## src/rtl/hbt_pkg.sv

```systemverilog
// Shared types, codes and constants for the heartbeat timeout table.
package hbt_pkg;

    localparam int unsigned DEF_TABLE_DEPTH = 32;

    localparam int unsigned ID_W      = 16;
    localparam int unsigned TIME_W    = 32;
    localparam int unsigned TMO_W     = 16;
    localparam int unsigned LIMIT_W   = 8;
    localparam int unsigned MISS_W    = 8;
    localparam int unsigned LIVE_W    = 6;
    localparam int unsigned CFG_IDX_W = 1;
    localparam int unsigned CFG_W     = 16;

    localparam logic [TMO_W-1:0]   TIMEOUT_RESET = 16'd1;
    localparam logic [LIMIT_W-1:0] LIMIT_RESET   = 8'd3;
    localparam logic [MISS_W-1:0]  MISS_MAX      = 8'hFF;

    typedef enum logic [1:0] {
        OP_ADD     = 2'd0,
        OP_REMOVE  = 2'd1,
        OP_REFRESH = 2'd2,
        OP_SWEEP   = 2'd3
    } op_t;

    typedef enum logic [1:0] {
        KIND_STATUS = 2'd0,
        KIND_CLOSE  = 2'd1,
        KIND_LIVE   = 2'd2
    } kind_t;

    typedef enum logic [CFG_IDX_W-1:0] {
        CFG_TIMEOUT = 1'd0,
        CFG_LIMIT   = 1'd1
    } cfg_idx_t;

    typedef enum logic [2:0] {
        S_IDLE,
        S_DISPATCH,
        S_OP,
        S_SW_SCAN,
        S_SW_CHK,
        S_SW_UPD,
        S_SW_EMIT,
        S_SW_LIVE
    } state_t;

    typedef struct packed {
        logic load;
        logic do_op;
        logic sw_read;
        logic sw_check;
        logic sw_update;
        logic advance;
        logic emit_close;
        logic emit_live;
    } ctrl_cmd_t;

    typedef struct packed {
        logic is_sweep;
        logic idx_valid;
        logic idx_last;
        logic close_pending;
        logic out_free;
    } ctrl_sts_t;

endpackage

```

## src/rtl/heartbeat_timeout_table_unit.sv

```systemverilog
// Top level of the heartbeat timeout table: controller plus datapath.
//
// Input channel s_*: one word holds an operation (add, remove, refresh, sweep),
// a connection id and the current time in seconds. Result channel m_*: status,
// close request or live count words; m_last marks the final word of an item.
// cfg_we/cfg_index/cfg_wdata write timeout_seconds (0) and miss_limit (1);
// write them only while the block is idle.
// Add, remove and refresh: the word is taken in S_IDLE, S_DISPATCH picks the path,
// S_OP registers the status word once the output register is free, and the
// next word is taken back in S_IDLE. A sweep walks the table one entry at a time
// through the single-port entry memory: an empty entry is skipped in S_SW_SCAN; a
// valid entry is read there, then checked, updated and possibly closed in S_SW_CHK,
// S_SW_UPD and S_SW_EMIT; S_SW_LIVE then sends the live count word.
// Reset clears the valid and alive marks and loads the config defaults
// (timeout 1, miss limit 3); no clearing pass is needed.
// The result is held in an output register; while the receiver stalls the
// sweep pauses on the next word, and one input word may be taken while the
// last result of the previous item still waits.
module heartbeat_timeout_table_unit #(
    parameter int unsigned TABLE_DEPTH = hbt_pkg::DEF_TABLE_DEPTH
) (
    input  logic                          aclk,
    input  logic                          aresetn,
    input  logic                          cfg_we,
    input  logic [hbt_pkg::CFG_IDX_W-1:0] cfg_index,
    input  logic [hbt_pkg::CFG_W-1:0]     cfg_wdata,
    input  logic                          s_valid,
    output logic                          s_ready,
    input  logic [1:0]                    s_operation,
    input  logic [hbt_pkg::ID_W-1:0]      s_connection_id,
    input  logic [hbt_pkg::TIME_W-1:0]    s_now_seconds,
    output logic                          m_valid,
    input  logic                          m_ready,
    output logic [1:0]                    m_result_kind,
    output logic [hbt_pkg::ID_W-1:0]      m_target_id,
    output logic                          m_ok,
    output logic [hbt_pkg::LIVE_W-1:0]    m_live_count,
    output logic                          m_last
);
    import hbt_pkg::*;

    ctrl_cmd_t cmd;
    ctrl_sts_t sts;

    hbt_ctrl u_ctrl (
        .aclk    (aclk),
        .aresetn (aresetn),
        .s_valid (s_valid),
        .s_ready (s_ready),
        .sts     (sts),
        .cmd     (cmd)
    );

    hbt_dpath #(
        .TABLE_DEPTH (TABLE_DEPTH)
    ) u_dpath (
        .aclk            (aclk),
        .aresetn         (aresetn),
        .cfg_we          (cfg_we),
        .cfg_index       (cfg_index),
        .cfg_wdata       (cfg_wdata),
        .s_operation     (s_operation),
        .s_connection_id (s_connection_id),
        .s_now_seconds   (s_now_seconds),
        .m_valid         (m_valid),
        .m_ready         (m_ready),
        .m_result_kind   (m_result_kind),
        .m_target_id     (m_target_id),
        .m_ok            (m_ok),
        .m_live_count    (m_live_count),
        .m_last          (m_last),
        .cmd             (cmd),
        .sts             (sts)
    );

`ifndef SYNTHESIS
    a_busy_after_accept: assert property (@(posedge aclk) disable iff (!aresetn)
        (s_valid && s_ready) |=> !s_ready)
        else $error("input taken while an item is in flight");

    a_live_word_form: assert property (@(posedge aclk) disable iff (!aresetn)
        (m_valid && (m_result_kind == KIND_LIVE)) |->
            (m_last && !m_ok && (m_target_id == '0)))
        else $error("malformed live count word");

    a_close_word_form: assert property (@(posedge aclk) disable iff (!aresetn)
        (m_valid && (m_result_kind == KIND_CLOSE)) |->
            (!m_last && !m_ok && (m_live_count == '0)
             && (m_target_id < ID_W'(TABLE_DEPTH))))
        else $error("malformed close request word");

    a_status_single: assert property (@(posedge aclk) disable iff (!aresetn)
        (m_valid && (m_result_kind == KIND_STATUS)) |-> (m_last && (m_live_count == '0)))
        else $error("status word not final");
`endif

endmodule

```

## src/rtl/hbt_ctrl.sv

```systemverilog
// Controller state machine sequencing table operations and sweeps.
module hbt_ctrl (
    input  logic              aclk,
    input  logic              aresetn,
    input  logic              s_valid,
    output logic              s_ready,
    input  hbt_pkg::ctrl_sts_t sts,
    output hbt_pkg::ctrl_cmd_t cmd
);
    import hbt_pkg::*;

    state_t state_reg;
    state_t state_next;

    always_ff @(posedge aclk) begin
        if (!aresetn) begin
            state_reg <= S_IDLE;
        end else begin
            state_reg <= state_next;
        end
    end

    always_comb begin
        state_next = state_reg;
        cmd        = '0;
        s_ready    = 1'b0;
        case (state_reg)
            S_IDLE: begin
                s_ready = 1'b1;
                if (s_valid) begin
                    cmd.load   = 1'b1;
                    state_next = S_DISPATCH;
                end
            end
            S_DISPATCH: begin
                state_next = sts.is_sweep ? S_SW_SCAN : S_OP;
            end
            S_OP: begin
                if (sts.out_free) begin
                    cmd.do_op  = 1'b1;
                    state_next = S_IDLE;
                end
            end
            S_SW_SCAN: begin
                if (sts.idx_valid) begin
                    cmd.sw_read = 1'b1;
                    state_next  = S_SW_CHK;
                end else if (sts.idx_last) begin
                    state_next = S_SW_LIVE;
                end else begin
                    cmd.advance = 1'b1;
                end
            end
            S_SW_CHK: begin
                cmd.sw_check = 1'b1;
                state_next   = S_SW_UPD;
            end
            S_SW_UPD: begin
                cmd.sw_update = 1'b1;
                state_next    = S_SW_EMIT;
            end
            S_SW_EMIT: begin
                if (!sts.close_pending || sts.out_free) begin
                    cmd.emit_close = sts.close_pending;
                    if (sts.idx_last) begin
                        state_next = S_SW_LIVE;
                    end else begin
                        cmd.advance = 1'b1;
                        state_next  = S_SW_SCAN;
                    end
                end
            end
            S_SW_LIVE: begin
                if (sts.out_free) begin
                    cmd.emit_live = 1'b1;
                    state_next    = S_IDLE;
                end
            end
            default: begin
                state_next = S_IDLE;
            end
        endcase
    end

endmodule

```

## src/rtl/hbt_dpath.sv

```systemverilog
// Datapath: entry table, config registers, sweep arithmetic and result register.
module hbt_dpath #(
    parameter int unsigned TABLE_DEPTH = hbt_pkg::DEF_TABLE_DEPTH
) (
    input  logic                              aclk,
    input  logic                              aresetn,
    input  logic                              cfg_we,
    input  logic [hbt_pkg::CFG_IDX_W-1:0]     cfg_index,
    input  logic [hbt_pkg::CFG_W-1:0]         cfg_wdata,
    input  logic [1:0]                        s_operation,
    input  logic [hbt_pkg::ID_W-1:0]          s_connection_id,
    input  logic [hbt_pkg::TIME_W-1:0]        s_now_seconds,
    output logic                              m_valid,
    input  logic                              m_ready,
    output logic [1:0]                        m_result_kind,
    output logic [hbt_pkg::ID_W-1:0]          m_target_id,
    output logic                              m_ok,
    output logic [hbt_pkg::LIVE_W-1:0]        m_live_count,
    output logic                              m_last,
    input  hbt_pkg::ctrl_cmd_t                cmd,
    output hbt_pkg::ctrl_sts_t                sts
);
    import hbt_pkg::*;

    localparam int unsigned IDX_W = (TABLE_DEPTH > 1) ? $clog2(TABLE_DEPTH) : 1;

    typedef struct packed {
        logic [MISS_W-1:0] miss;
        logic [TIME_W-1:0] seen;
    } entry_t;

    entry_t mem [TABLE_DEPTH];

    logic [TMO_W-1:0]       timeout_reg, timeout_next;
    logic [LIMIT_W-1:0]     limit_reg, limit_next;
    logic [TABLE_DEPTH-1:0] valid_reg, valid_next;
    logic [TABLE_DEPTH-1:0] alive_reg, alive_next;
    op_t                    op_reg;
    logic [ID_W-1:0]        id_reg;
    logic                   in_range_reg;
    logic [TIME_W-1:0]      now_reg;
    logic [IDX_W-1:0]       idx_reg, idx_next;
    logic [LIVE_W-1:0]      live_reg, live_next;
    logic                   tmo_reg;
    logic                   close_reg, close_next;
    entry_t                 rd_data_reg;

    logic                   out_valid_reg, out_valid_next;
    kind_t                  out_kind_reg, out_kind_next;
    logic [ID_W-1:0]        out_id_reg, out_id_next;
    logic                   out_ok_reg, out_ok_next;
    logic [LIVE_W-1:0]      out_live_reg, out_live_next;
    logic                   out_last_reg, out_last_next;

    logic                   wr_en;
    logic [IDX_W-1:0]       wr_addr;
    entry_t                 wr_data;

    logic [IDX_W-1:0]       id_idx;
    logic                   id_valid;
    logic                   out_free;
    logic [TIME_W-1:0]      elapsed;
    logic [MISS_W-1:0]      miss_new;
    logic                   alive_new;

    assign id_idx   = id_reg[IDX_W-1:0];
    assign id_valid = in_range_reg && valid_reg[id_idx];
    assign out_free = !out_valid_reg || m_ready;
    assign elapsed  = now_reg - rd_data_reg.seen;

    always_comb begin
        miss_new = rd_data_reg.miss;
        if (tmo_reg && (rd_data_reg.miss != MISS_MAX)) begin
            miss_new = rd_data_reg.miss + MISS_W'(1);
        end
        alive_new = alive_reg[idx_reg] && !(tmo_reg && (miss_new >= limit_reg));
    end

    assign sts.is_sweep      = (op_reg == OP_SWEEP);
    assign sts.idx_valid     = valid_reg[idx_reg];
    assign sts.idx_last      = (idx_reg == IDX_W'(TABLE_DEPTH - 1));
    assign sts.close_pending = close_reg;
    assign sts.out_free      = out_free;

    always_comb begin
        timeout_next   = timeout_reg;
        limit_next     = limit_reg;
        valid_next     = valid_reg;
        alive_next     = alive_reg;
        idx_next       = idx_reg;
        live_next      = live_reg;
        close_next     = close_reg;
        wr_en          = 1'b0;
        wr_addr        = id_idx;
        wr_data        = '{miss: '0, seen: now_reg};
        out_valid_next = out_valid_reg && !m_ready;
        out_kind_next  = out_kind_reg;
        out_id_next    = out_id_reg;
        out_ok_next    = out_ok_reg;
        out_live_next  = out_live_reg;
        out_last_next  = out_last_reg;

        if (cfg_we) begin
            case (cfg_idx_t'(cfg_index))
                CFG_TIMEOUT: timeout_next = cfg_wdata[TMO_W-1:0];
                CFG_LIMIT:   limit_next   = cfg_wdata[LIMIT_W-1:0];
                default:     timeout_next = timeout_reg;
            endcase
        end

        if (cmd.load) begin
            idx_next  = '0;
            live_next = '0;
        end

        if (cmd.do_op) begin
            out_valid_next = 1'b1;
            out_kind_next  = KIND_STATUS;
            out_id_next    = id_reg;
            out_live_next  = '0;
            out_last_next  = 1'b1;
            out_ok_next    = 1'b0;
            if (in_range_reg) begin
                case (op_reg)
                    OP_ADD: begin
                        valid_next[id_idx] = 1'b1;
                        alive_next[id_idx] = 1'b1;
                        wr_en              = 1'b1;
                        out_ok_next        = 1'b1;
                    end
                    OP_REMOVE: begin
                        if (id_valid) begin
                            valid_next[id_idx] = 1'b0;
                            alive_next[id_idx] = 1'b0;
                            out_ok_next        = 1'b1;
                        end
                    end
                    OP_REFRESH: begin
                        if (id_valid) begin
                            wr_en       = 1'b1;
                            out_ok_next = 1'b1;
                        end
                    end
                    default: begin
                        out_ok_next = 1'b0;
                    end
                endcase
            end
        end

        if (cmd.sw_update) begin
            wr_en               = tmo_reg;
            wr_addr             = idx_reg;
            wr_data             = '{miss: miss_new, seen: now_reg};
            alive_next[idx_reg] = alive_new;
            close_next          = !alive_new;
            live_next           = live_reg + LIVE_W'(alive_new);
        end

        if (cmd.emit_close) begin
            out_valid_next = 1'b1;
            out_kind_next  = KIND_CLOSE;
            out_id_next    = ID_W'(idx_reg);
            out_ok_next    = 1'b0;
            out_live_next  = '0;
            out_last_next  = 1'b0;
        end

        if (cmd.advance) begin
            idx_next = idx_reg + IDX_W'(1);
        end

        if (cmd.emit_live) begin
            out_valid_next = 1'b1;
            out_kind_next  = KIND_LIVE;
            out_id_next    = '0;
            out_ok_next    = 1'b0;
            out_live_next  = live_reg;
            out_last_next  = 1'b1;
        end
    end

    always_ff @(posedge aclk) begin
        if (!aresetn) begin
            timeout_reg   <= TIMEOUT_RESET;
            limit_reg     <= LIMIT_RESET;
            valid_reg     <= '0;
            alive_reg     <= '0;
            out_valid_reg <= 1'b0;
            close_reg     <= 1'b0;
            idx_reg       <= '0;
            live_reg      <= '0;
        end else begin
            timeout_reg   <= timeout_next;
            limit_reg     <= limit_next;
            valid_reg     <= valid_next;
            alive_reg     <= alive_next;
            out_valid_reg <= out_valid_next;
            close_reg     <= close_next;
            idx_reg       <= idx_next;
            live_reg      <= live_next;
        end
    end

    always_ff @(posedge aclk) begin
        if (cmd.load) begin
            op_reg       <= op_t'(s_operation);
            id_reg       <= s_connection_id;
            in_range_reg <= (s_connection_id < ID_W'(TABLE_DEPTH));
            now_reg      <= s_now_seconds;
        end
        if (cmd.sw_check) begin
            tmo_reg <= (elapsed > TIME_W'(timeout_reg));
        end
        out_kind_reg <= out_kind_next;
        out_id_reg   <= out_id_next;
        out_ok_reg   <= out_ok_next;
        out_live_reg <= out_live_next;
        out_last_reg <= out_last_next;
    end

    always_ff @(posedge aclk) begin
        if (wr_en) begin
            mem[wr_addr] <= wr_data;
        end
        if (cmd.sw_read) begin
            rd_data_reg <= mem[idx_reg];
        end
    end

    assign m_valid       = out_valid_reg;
    assign m_result_kind = out_kind_reg;
    assign m_target_id   = out_id_reg;
    assign m_ok          = out_ok_reg;
    assign m_live_count  = out_live_reg;
    assign m_last        = out_last_reg;

endmodule
```

## config.mk

```make
export PLATFORM = sky130hd
export DESIGN_NAME = heartbeat_timeout_table_unit
export DESIGN_NICKNAME = d
export VERILOG_FILES = /design/src/rtl/hbt_pkg.sv /design/src/rtl/heartbeat_timeout_table_unit.sv /design/src/rtl/hbt_ctrl.sv /design/src/rtl/hbt_dpath.sv
export SDC_FILE = /design/constraint.sdc
export NUM_CORES = 2
export LEC_CHECK = 0
export BUFFER_PORTS_ARGS = -buffer_cell sky130_fd_sc_hd__buf_2
export CAP_MARGIN = 10
export CORE_MARGIN = 2
export CORE_UTILIZATION = 50
export CTS_BUF_LIST = sky130_fd_sc_hd__clkbuf_2 sky130_fd_sc_hd__clkbuf_4 sky130_fd_sc_hd__clkbuf_8
export CTS_CLUSTER_DIAMETER = 40
export DETAILED_ROUTE_END_ITERATION = 10
export PLACE_DENSITY = 0.66
export REMOVE_ABC_BUFFERS = 1
export SLEW_MARGIN = 30
export SYNTH_ARGS = -nofsm -noshare
export SYNTH_HDL_FRONTEND = slang
export SYNTH_SLANG_ARGS = --single-unit
```

## constraint.sdc

```tcl
create_clock -name aclk -period 5.45 [get_ports aclk]
set_input_delay 0.8175 -clock aclk [delete_from_list [all_inputs] [get_ports aclk]]
set_output_delay 0.8175 -clock aclk [all_outputs]
set_load 0.1 [all_outputs]
```

# Yosys cells after proc, flatten, opt, wreduce, memory -nomap -nowiden
# Memories as Yosys holds them, arrays and structs flattened. A register that Yosys moved wholly into a read port is not among the register bits.
# Index checks and enable logic that the tools add are counted.
totals:
  ff_bits: 182
  latchBits: 0
  mem_bits_rw: 1280
  romBits: 0
  inputBits: 72
  output_inout_bits: 28
  n_memories: 1
mem_list:
  columns: ["memory", "words", "word_bits", "rd", "rd_ports_with_merged_regs", "wr", "line", "source"]
  rows:
  - ["u_dpath.mem", 32, 40, 1, 1, 1, "hbt_dpath.sv:32", "entry_t mem [TABLE_DEPTH];"]
classes:
  add_sub_neg: 4
  multipliers: 0
  div: 0
  order_cmp: 7
  n_eq_ne: 17
  n_shift: 0
  n_mux: 69
  bitwise: 6
  n_reduce_logical: 28
op_table:
  columns: ["cell", "count"]
  rows:
  - ["32-bit two-way mux", 5]
  - ["32-bit one-hot mux with 2 select lines", 2]
  - ["32-bit AND", 2]
  - ["32-bit bitwise OR", 2]
  - ["40-bit two-way mux", 1]
  - ["32-bit bitwise mux", 1]
  - ["32-bit by 16-bit greater-than comparator with 1-bit output", 1]
  - ["32-bit inverter", 1]
  - ["32-bit subtractor", 1]
  - ["1-bit two-way mux", 31]
  - ["6-bit two-way mux", 5]
  - ["5-bit two-way mux", 5]
  - ["3-bit one-hot mux with 7 select lines", 1]
  - ["3-bit two-way mux", 6]
  - ["16-bit by 6-bit < comparator with 1-bit output, second input constant", 1]
  - ["1-bit binary-select mux with 5-bit select", 3]
  - ["3-bit equality test, second input constant", 4]
  - ["5-bit by 6-bit < comparator with 1-bit output, second input constant", 2]
  - ["1-bit demux with 5-bit select", 2]
  - ["5-bit by 1-bit greater-or-equal comparator with 1-bit output, second input constant", 2]
  - ["8-bit by 1-bit adder with 8-bit output, second input constant", 1]
  - ["8-bit greater-or-equal comparator", 1]
  - ["8-bit two-way mux", 1]
  - ["8-bit inequality test, second input constant", 1]
  - ["other kinds (23)", 49]

# Logic depth before layout (Yosys ltp)
logic_depth:
  word_depth: 12
  depth_mapped: 20
  mapped_depth_nobuf: 20

# Hierarchy
# Synthesis repeated with hierarchy kept, for this count alone.
unflattened:
  cells_unflattened: 3218
  area_unflattened_um2: 60080.1
modules_own_cells:
  columns: ["mod", "instances", "cells_each", "area_per_inst_um2", "seq_area_each_um2"]
  rows:
  - ["hbt_dpath", 1, 3171, 59747.3, 43802.0]
  - ["hbt_ctrl", 1, 47, 332.8, 60.1]

# Worst setup path after synthesis
# Ideal clock, no wire load.
synth_timing:
  path_kind: "register to register"
  startpoint: "register u_ctrl.state_reg[2]"
  endpoint: "register u_dpath.id_reg[0], enable pin"
  setup_ps: 407
  t_arrival_ps: 4472
  slack_ps: 571
  stages_incl_launch_ff: 5
  path_buffers: 1
  period_less_slack_ps: 4879
  path_cell_list: "dfxtp_1 -> clkbuf_1 -> nor3_1 -> nand2_1 -> inv_1"
synth_lines:
  columns: ["element", "line", "source"]
  rows:
  - ["from (decl)", "hbt_ctrl.sv:12", "state_t state_reg;"]
  - ["from (signal assigned)", "hbt_ctrl.sv:19", "state_reg <= state_next;"]
  - ["to (signal assigned)", "hbt_dpath.sv:208", "id_reg <= s_connection_id;"]
  - ["to (decl)", "hbt_dpath.sv:39", "logic [ID_W-1:0] id_reg;"]

# Worst setup path in the final report
layout_timing:
  startpoint: "register u_dpath.id_reg[3]"
  endpoint: "memory u_dpath.mem[15][30] (netlist bit), enable pin"
layout_between:
  elab_chain_len: 10
  elab_cells_between_ends: 11
layout_lines:
  columns: ["element", "line", "source"]
  rows:
  - ["1-bit binary-select mux with 5-bit select", "hbt_dpath.sv:67", "assign id_valid = in_range_reg && valid_reg[id_idx];"]
  - ["1-bit two-way mux (implied by the code)", "hbt_dpath.sv:67", null]
  - ["1-bit logical AND", "hbt_dpath.sv:67", null]
  - ["1-bit two-way mux", "hbt_dpath.sv:139", "if (id_valid) begin"]
  - ["1-bit one-hot mux with 2 select lines", "hbt_dpath.sv:124", "case (op_reg)"]
  - ["1-bit two-way mux", "hbt_dpath.sv:123", "if (in_range_reg) begin"]
  - ["1-bit two-way mux", "hbt_dpath.sv:116", "if (cmd.do_op) begin"]
  - ["1-bit two-way mux", "hbt_dpath.sv:151", "if (cmd.sw_update) begin"]
  - ["1-bit two-way mux", "hbt_dpath.sv:223", "if (wr_en) begin"]
  - ["1-bit two-way mux (implied by the code)", "hbt_dpath.sv:224", "mem[wr_addr] <= wr_data;"]
  - ["to (decl)", "hbt_dpath.sv:32", null]
# Parallel ways exist; a longest one is shown, timed or not. The select of a mux whose other input is x is not followed.

==> results.sh <==
export IMPL_net_switching_component_of_the_power_mw=5.89
export IMPL_maxSlewViolCount=0
export IMPL_fmaxAchievable_ghz=0.210
export IMPL_placedCellCount=4893
export IMPL_setup_violations_final=0
export IMPL_fp_dieArea_um2=122000
export IMPL_detail_route_wl_per_cell_um=30.5
export IMPL_hp_start="s_now_seconds[15]"
export IMPL_tritoncts_clock_tree="built"
export IMPL_rsz_0062_raised_after_global_routing="no"
export IMPL_final_hold_worst_slack_ps=91.9
export IMPL_first_global_vias=34291
export IMPL_p_comb_frac=0.073
export IMPL_place_hpwl_mm=96.5
export IMPL_final_layout_size_suffix_gt1_frac=0.274
export IMPL_count_of_cells_resized_by_post_cts_repair=0
export IMPL_post_route_worst_setup_slack_ps=685
export IMPL_port_buffers=99
export IMPL_synth_seq_area_share=0.733
export IMPL_chipHeight_um=350
export IMPL_cell_internal_pwr_mw=18.4
export IMPL_drt_pass1_iter_count=9
export IMPL_finalPower_mw=24.3
export IMPL_yosysUniqueCellTypes=71
export IMPL_cts_htree_levels=4
export IMPL_regToRegStartpoint="u_dpath.id_reg[3]$_DFFE_PP_"
export IMPL_worst_max_slew_margin_expressed_relative_to_the_limit=0.301
export IMPL_synth_top_cell_area_share=0.692
export IMPL_clock_power_share=0.396
export IMPL_leading_cell_type_by_number_of_instances_after_synthesis="sky130_fd_sc_hd__edfxtp_1"
export IMPL_chipWidth_um=350
export IMPL_num_vias=33731
export IMPL_final_antenna_net_count=0
export IMPL_drt_wl_total_mm=164
export IMPL_grt_use_total=0.271
export IMPL_async_flop_share=0
export IMPL_yosys_register_bits=1502
export IMPL_synthesis_instances=3245
export IMPL_fill_cells=8784
export IMPL_synth_edf_count=1378
export IMPL_worst_endpoint_required_ps=6060
export IMPL_cts_root_buffer="sky130_fd_sc_hd__clkbuf_8"
export IMPL_yosys_warnings=0
export IMPL_ctsHoldBuffers=36
export IMPL_slack_of_the_worst_reg_to_reg_path_ps=690
export IMPL_clk_path_buf_depth=3
export IMPL_ys_dominant_reg_cell="sky130_fd_sc_hd__edfxtp_1"
export IMPL_final_nets=3713
export IMPL_seq_power_share=0.531
export IMPL_timing_final_hold_violations=0
export IMPL_r2r_worst_path_cells=8
export IMPL_leakage_nw=21.1
export IMPL_largest_register_ffs=1280
export IMPL_maxCapViolCount=0
export IMPL_overflow_left_after_global_routing=0
export IMPL_post_route_cell_area_um2=68300
export IMPL_finalClockSkew_ps=46.8
export IMPL_core_area_um2=118000
export IMPL_ys_top_cells_by_count="sky130_fd_sc_hd__edfxtp_1 (1378), sky130_fd_sc_hd__mux4_2 (336), sky130_fd_sc_hd__nand2_1 (181), sky130_fd_sc_hd__a22oi_1 (176), sky130_fd_sc_hd__nor2_1 (135)"
export IMPL_mappedNetlistArea_um2=59800
export IMPL_crit_fanout=19
export IMPL_layout_min_cycle_time_ps=4760
export IMPL_wire_length_of_the_first_global_routing_pass_mm=236
export IMPL_area_sequential_um2=43900
export IMPL_share_of_the_core_filled_with_cells=0.577
export IMPL_critical_path_arrival_ps=5380
export IMPL_grt_max_degree=89
export IMPL_start_kind="flop"
export IMPL_numClockSinks=1502
export IMPL_post_cts_repair_setup_buffers=0
export IMPL_setup_tns_final_ps=0
export IMPL_antenna_found_initial=7
export IMPL_min_period_over_period=0.874
export IMPL_areaGrowthSynthToFinish_pct=14.2
export IMPL_rr_endpoint="u_dpath.mem[15][30]$_DFFE_PP_"
export IMPL_run_status="finished, final reports clean"
export IMPL_max_slew_worst_pin_slew_ps=1050
export IMPL_std_cell_rows=126
export IMPL_tritoncts_buffers=237
export IMPL_drtIter0Drc=4206
export IMPL_io_pins=100
export IMPL_timing_critical_path_to_type="flop"
export IMPL_netSwitchingFraction=0.242
export IMPL_post_synth_main_area_contributors="sky130_fd_sc_hd__edfxtp_1 (69%), sky130_fd_sc_hd__mux4_2 (13%), sky130_fd_sc_hd__dfxtp_1 (4.1%)"
export IMPL_place_area_um2=63000
export IMPL_power_per_cell_area_nw_per_um2=356
export IMPL_worst_hold_path_type="in2reg"
export IMPL_drc=0
export IMPL_placement_setup_worst_slack_ps=799
export IMPL_synth_largest_area_cell="sky130_fd_sc_hd__edfxtp_1"
export IMPL_multi_input_comb_area_um2=15200
export IMPL_hold_path_endpoint="u_dpath.now_reg[15]$_DFFE_PP_"
export IMPL_power_ir_vdd_worst_v=0.000383
export IMPL_instances_no_fill=5379
export IMPL_routability_congestion_estimate_from_global_placement=0.924
export IMPL_avgViaCountPerCell=6.27
export IMPL_hold_path_cell_count=1
export IMPL_post_synth_cell_area_avg_um2=18.4
export IMPL_start_util=0.505
export IMPL_clock_latency_ps=970
export IMPL_cts_clk_slew_worst_paths_ps=60
export IMPL_category_of_the_critical_setup_timing_path="reg2reg"
[routing by layer]
layer  wire (um)  GRT usage  vias to the layer above  share of wire
met1       65500      0.373                    17686           0.40
li1            -          -                    13980              -
met4        4900     0.0970                        4          0.030
met3       14100     0.0500                      287          0.086
met5          28          0                        -        0.00017
met2       79400      0.438                     1774           0.48
[how the worst max path moves through the flow]
stage | startpoint | endpoint | slack (ps) | cells after the start
2_1_floorplan | u_dpath.idx_reg[0]$_SDFFE_PN0P_ | u_dpath.mem[1][0]$_DFFE_PP_ | -11980 | 4
3_3_place_gp | u_dpath.now_reg[5]$_DFFE_PP_ | u_dpath.tmo_reg$_DFFE_PP_ | 890 | 16
3_5_place_dp | u_dpath.id_reg[3]$_DFFE_PP_ | u_dpath.mem[15][7]$_DFFE_PP_ | 800 | 8
4_1_cts | u_dpath.id_reg[3]$_DFFE_PP_ | u_dpath.mem[15][36]$_DFFE_PP_ | 800 | 8
5_1_grt | u_dpath.id_reg[3]$_DFFE_PP_ | u_dpath.mem[15][36]$_DFFE_PP_ | 440 | 8
6_report | u_dpath.id_reg[3]$_DFFE_PP_ | u_dpath.mem[15][30]$_DFFE_PP_ | 690 | 8
[power by group through the flow]
stage          registers (mW)  clock network, mW  logic, mW
4_1_cts                  12.9               9.79       1.77
3_5_place_dp             13.2                  0       1.75
5_1_grt                  12.9               10.3       1.90
6_report                 12.9               9.62       1.78
2_1_floorplan            13.7                  0      0.793
3_3_place_gp             13.2                  0       1.71
[layout by cell type (no fill, tap or decap), types with 9 or more instances in the layout]
cell	count
sky130_fd_sc_hd__o211ai_1	16
sky130_fd_sc_hd__xor2_1	11
sky130_fd_sc_hd__nor3_1	18
sky130_fd_sc_hd__a21oi_1	123
sky130_fd_sc_hd__o22ai_1	10
sky130_fd_sc_hd__ha_1	68
sky130_fd_sc_hd__dlygate4sd3_1	36
sky130_fd_sc_hd__clkinv_1	44
sky130_fd_sc_hd__edfxtp_1	1378
sky130_fd_sc_hd__clkinv_2	27
sky130_fd_sc_hd__and2_1	12
sky130_fd_sc_hd__nand2b_1	16
sky130_fd_sc_hd__inv_1	73
sky130_fd_sc_hd__nor2_4	36
sky130_fd_sc_hd__clkbuf_4	88
sky130_fd_sc_hd__nand2_1	181
sky130_fd_sc_hd__clkbuf_8	248
sky130_fd_sc_hd__a221oi_1	13
sky130_fd_sc_hd__o21ai_0	70
sky130_fd_sc_hd__a211oi_1	20
sky130_fd_sc_hd__dfxtp_1	122
sky130_fd_sc_hd__nor2b_1	12
sky130_fd_sc_hd__buf_12	17
sky130_fd_sc_hd__nor2_1	99
sky130_fd_sc_hd__and2_2	9
sky130_fd_sc_hd__a21o_1	13
sky130_fd_sc_hd__o221ai_1	11
sky130_fd_sc_hd__xnor2_1	20
sky130_fd_sc_hd__buf_2	99
sky130_fd_sc_hd__a22oi_1	176
sky130_fd_sc_hd__buf_4	100
sky130_fd_sc_hd__mux4_2	336
sky130_fd_sc_hd__or3_1	16
sky130_fd_sc_hd__nand4_1	55
sky130_fd_sc_hd__o21a_1	15
sky130_fd_sc_hd__nand3_1	28
[logic make-up (layout without fill, tap and decap cells)]
family                     after synthesis  count (layout)  share of synthesized area
AOI/OAI and AO/OA                      516             516                     0.0577
xor gates and xnor gates                31              31                    0.00454
adders and majority gates               69              69                     0.0146
buffers and inverters                  249             776                     0.0170
DFF                                   1502            1502                      0.733
muxes                                  351             351                      0.131
other                                    0               7                          0
and+or+nand+nor                        527             527                     0.0417
[layout make-up]
class                   instances  share of cell area
repair buffers                262              0.0304
flip-flops and latches       1502               0.642
well taps                    1600              0.0293
inverters                      75             0.00416
multi-input cells            1494               0.223
clock buffers                 336              0.0596
diodes                          7            0.000256
clock inverters               103              0.0113
[worst max-delay path, stage by stage, from the launching register on]
cell and delay (ps):
sky130_fd_sc_hd__edfxtp_1 630, sky130_fd_sc_hd__nor3b_1 600, sky130_fd_sc_hd__a22oi_1 240, sky130_fd_sc_hd__a41oi_2 350, sky130_fd_sc_hd__a21oi_1 110, sky130_fd_sc_hd__o21ai_0 530, sky130_fd_sc_hd__nand2_1 690, sky130_fd_sc_hd__nor2_4 880
sky130_fd_sc_hd__buf_4 400
(Power assumes the default switching activity.)
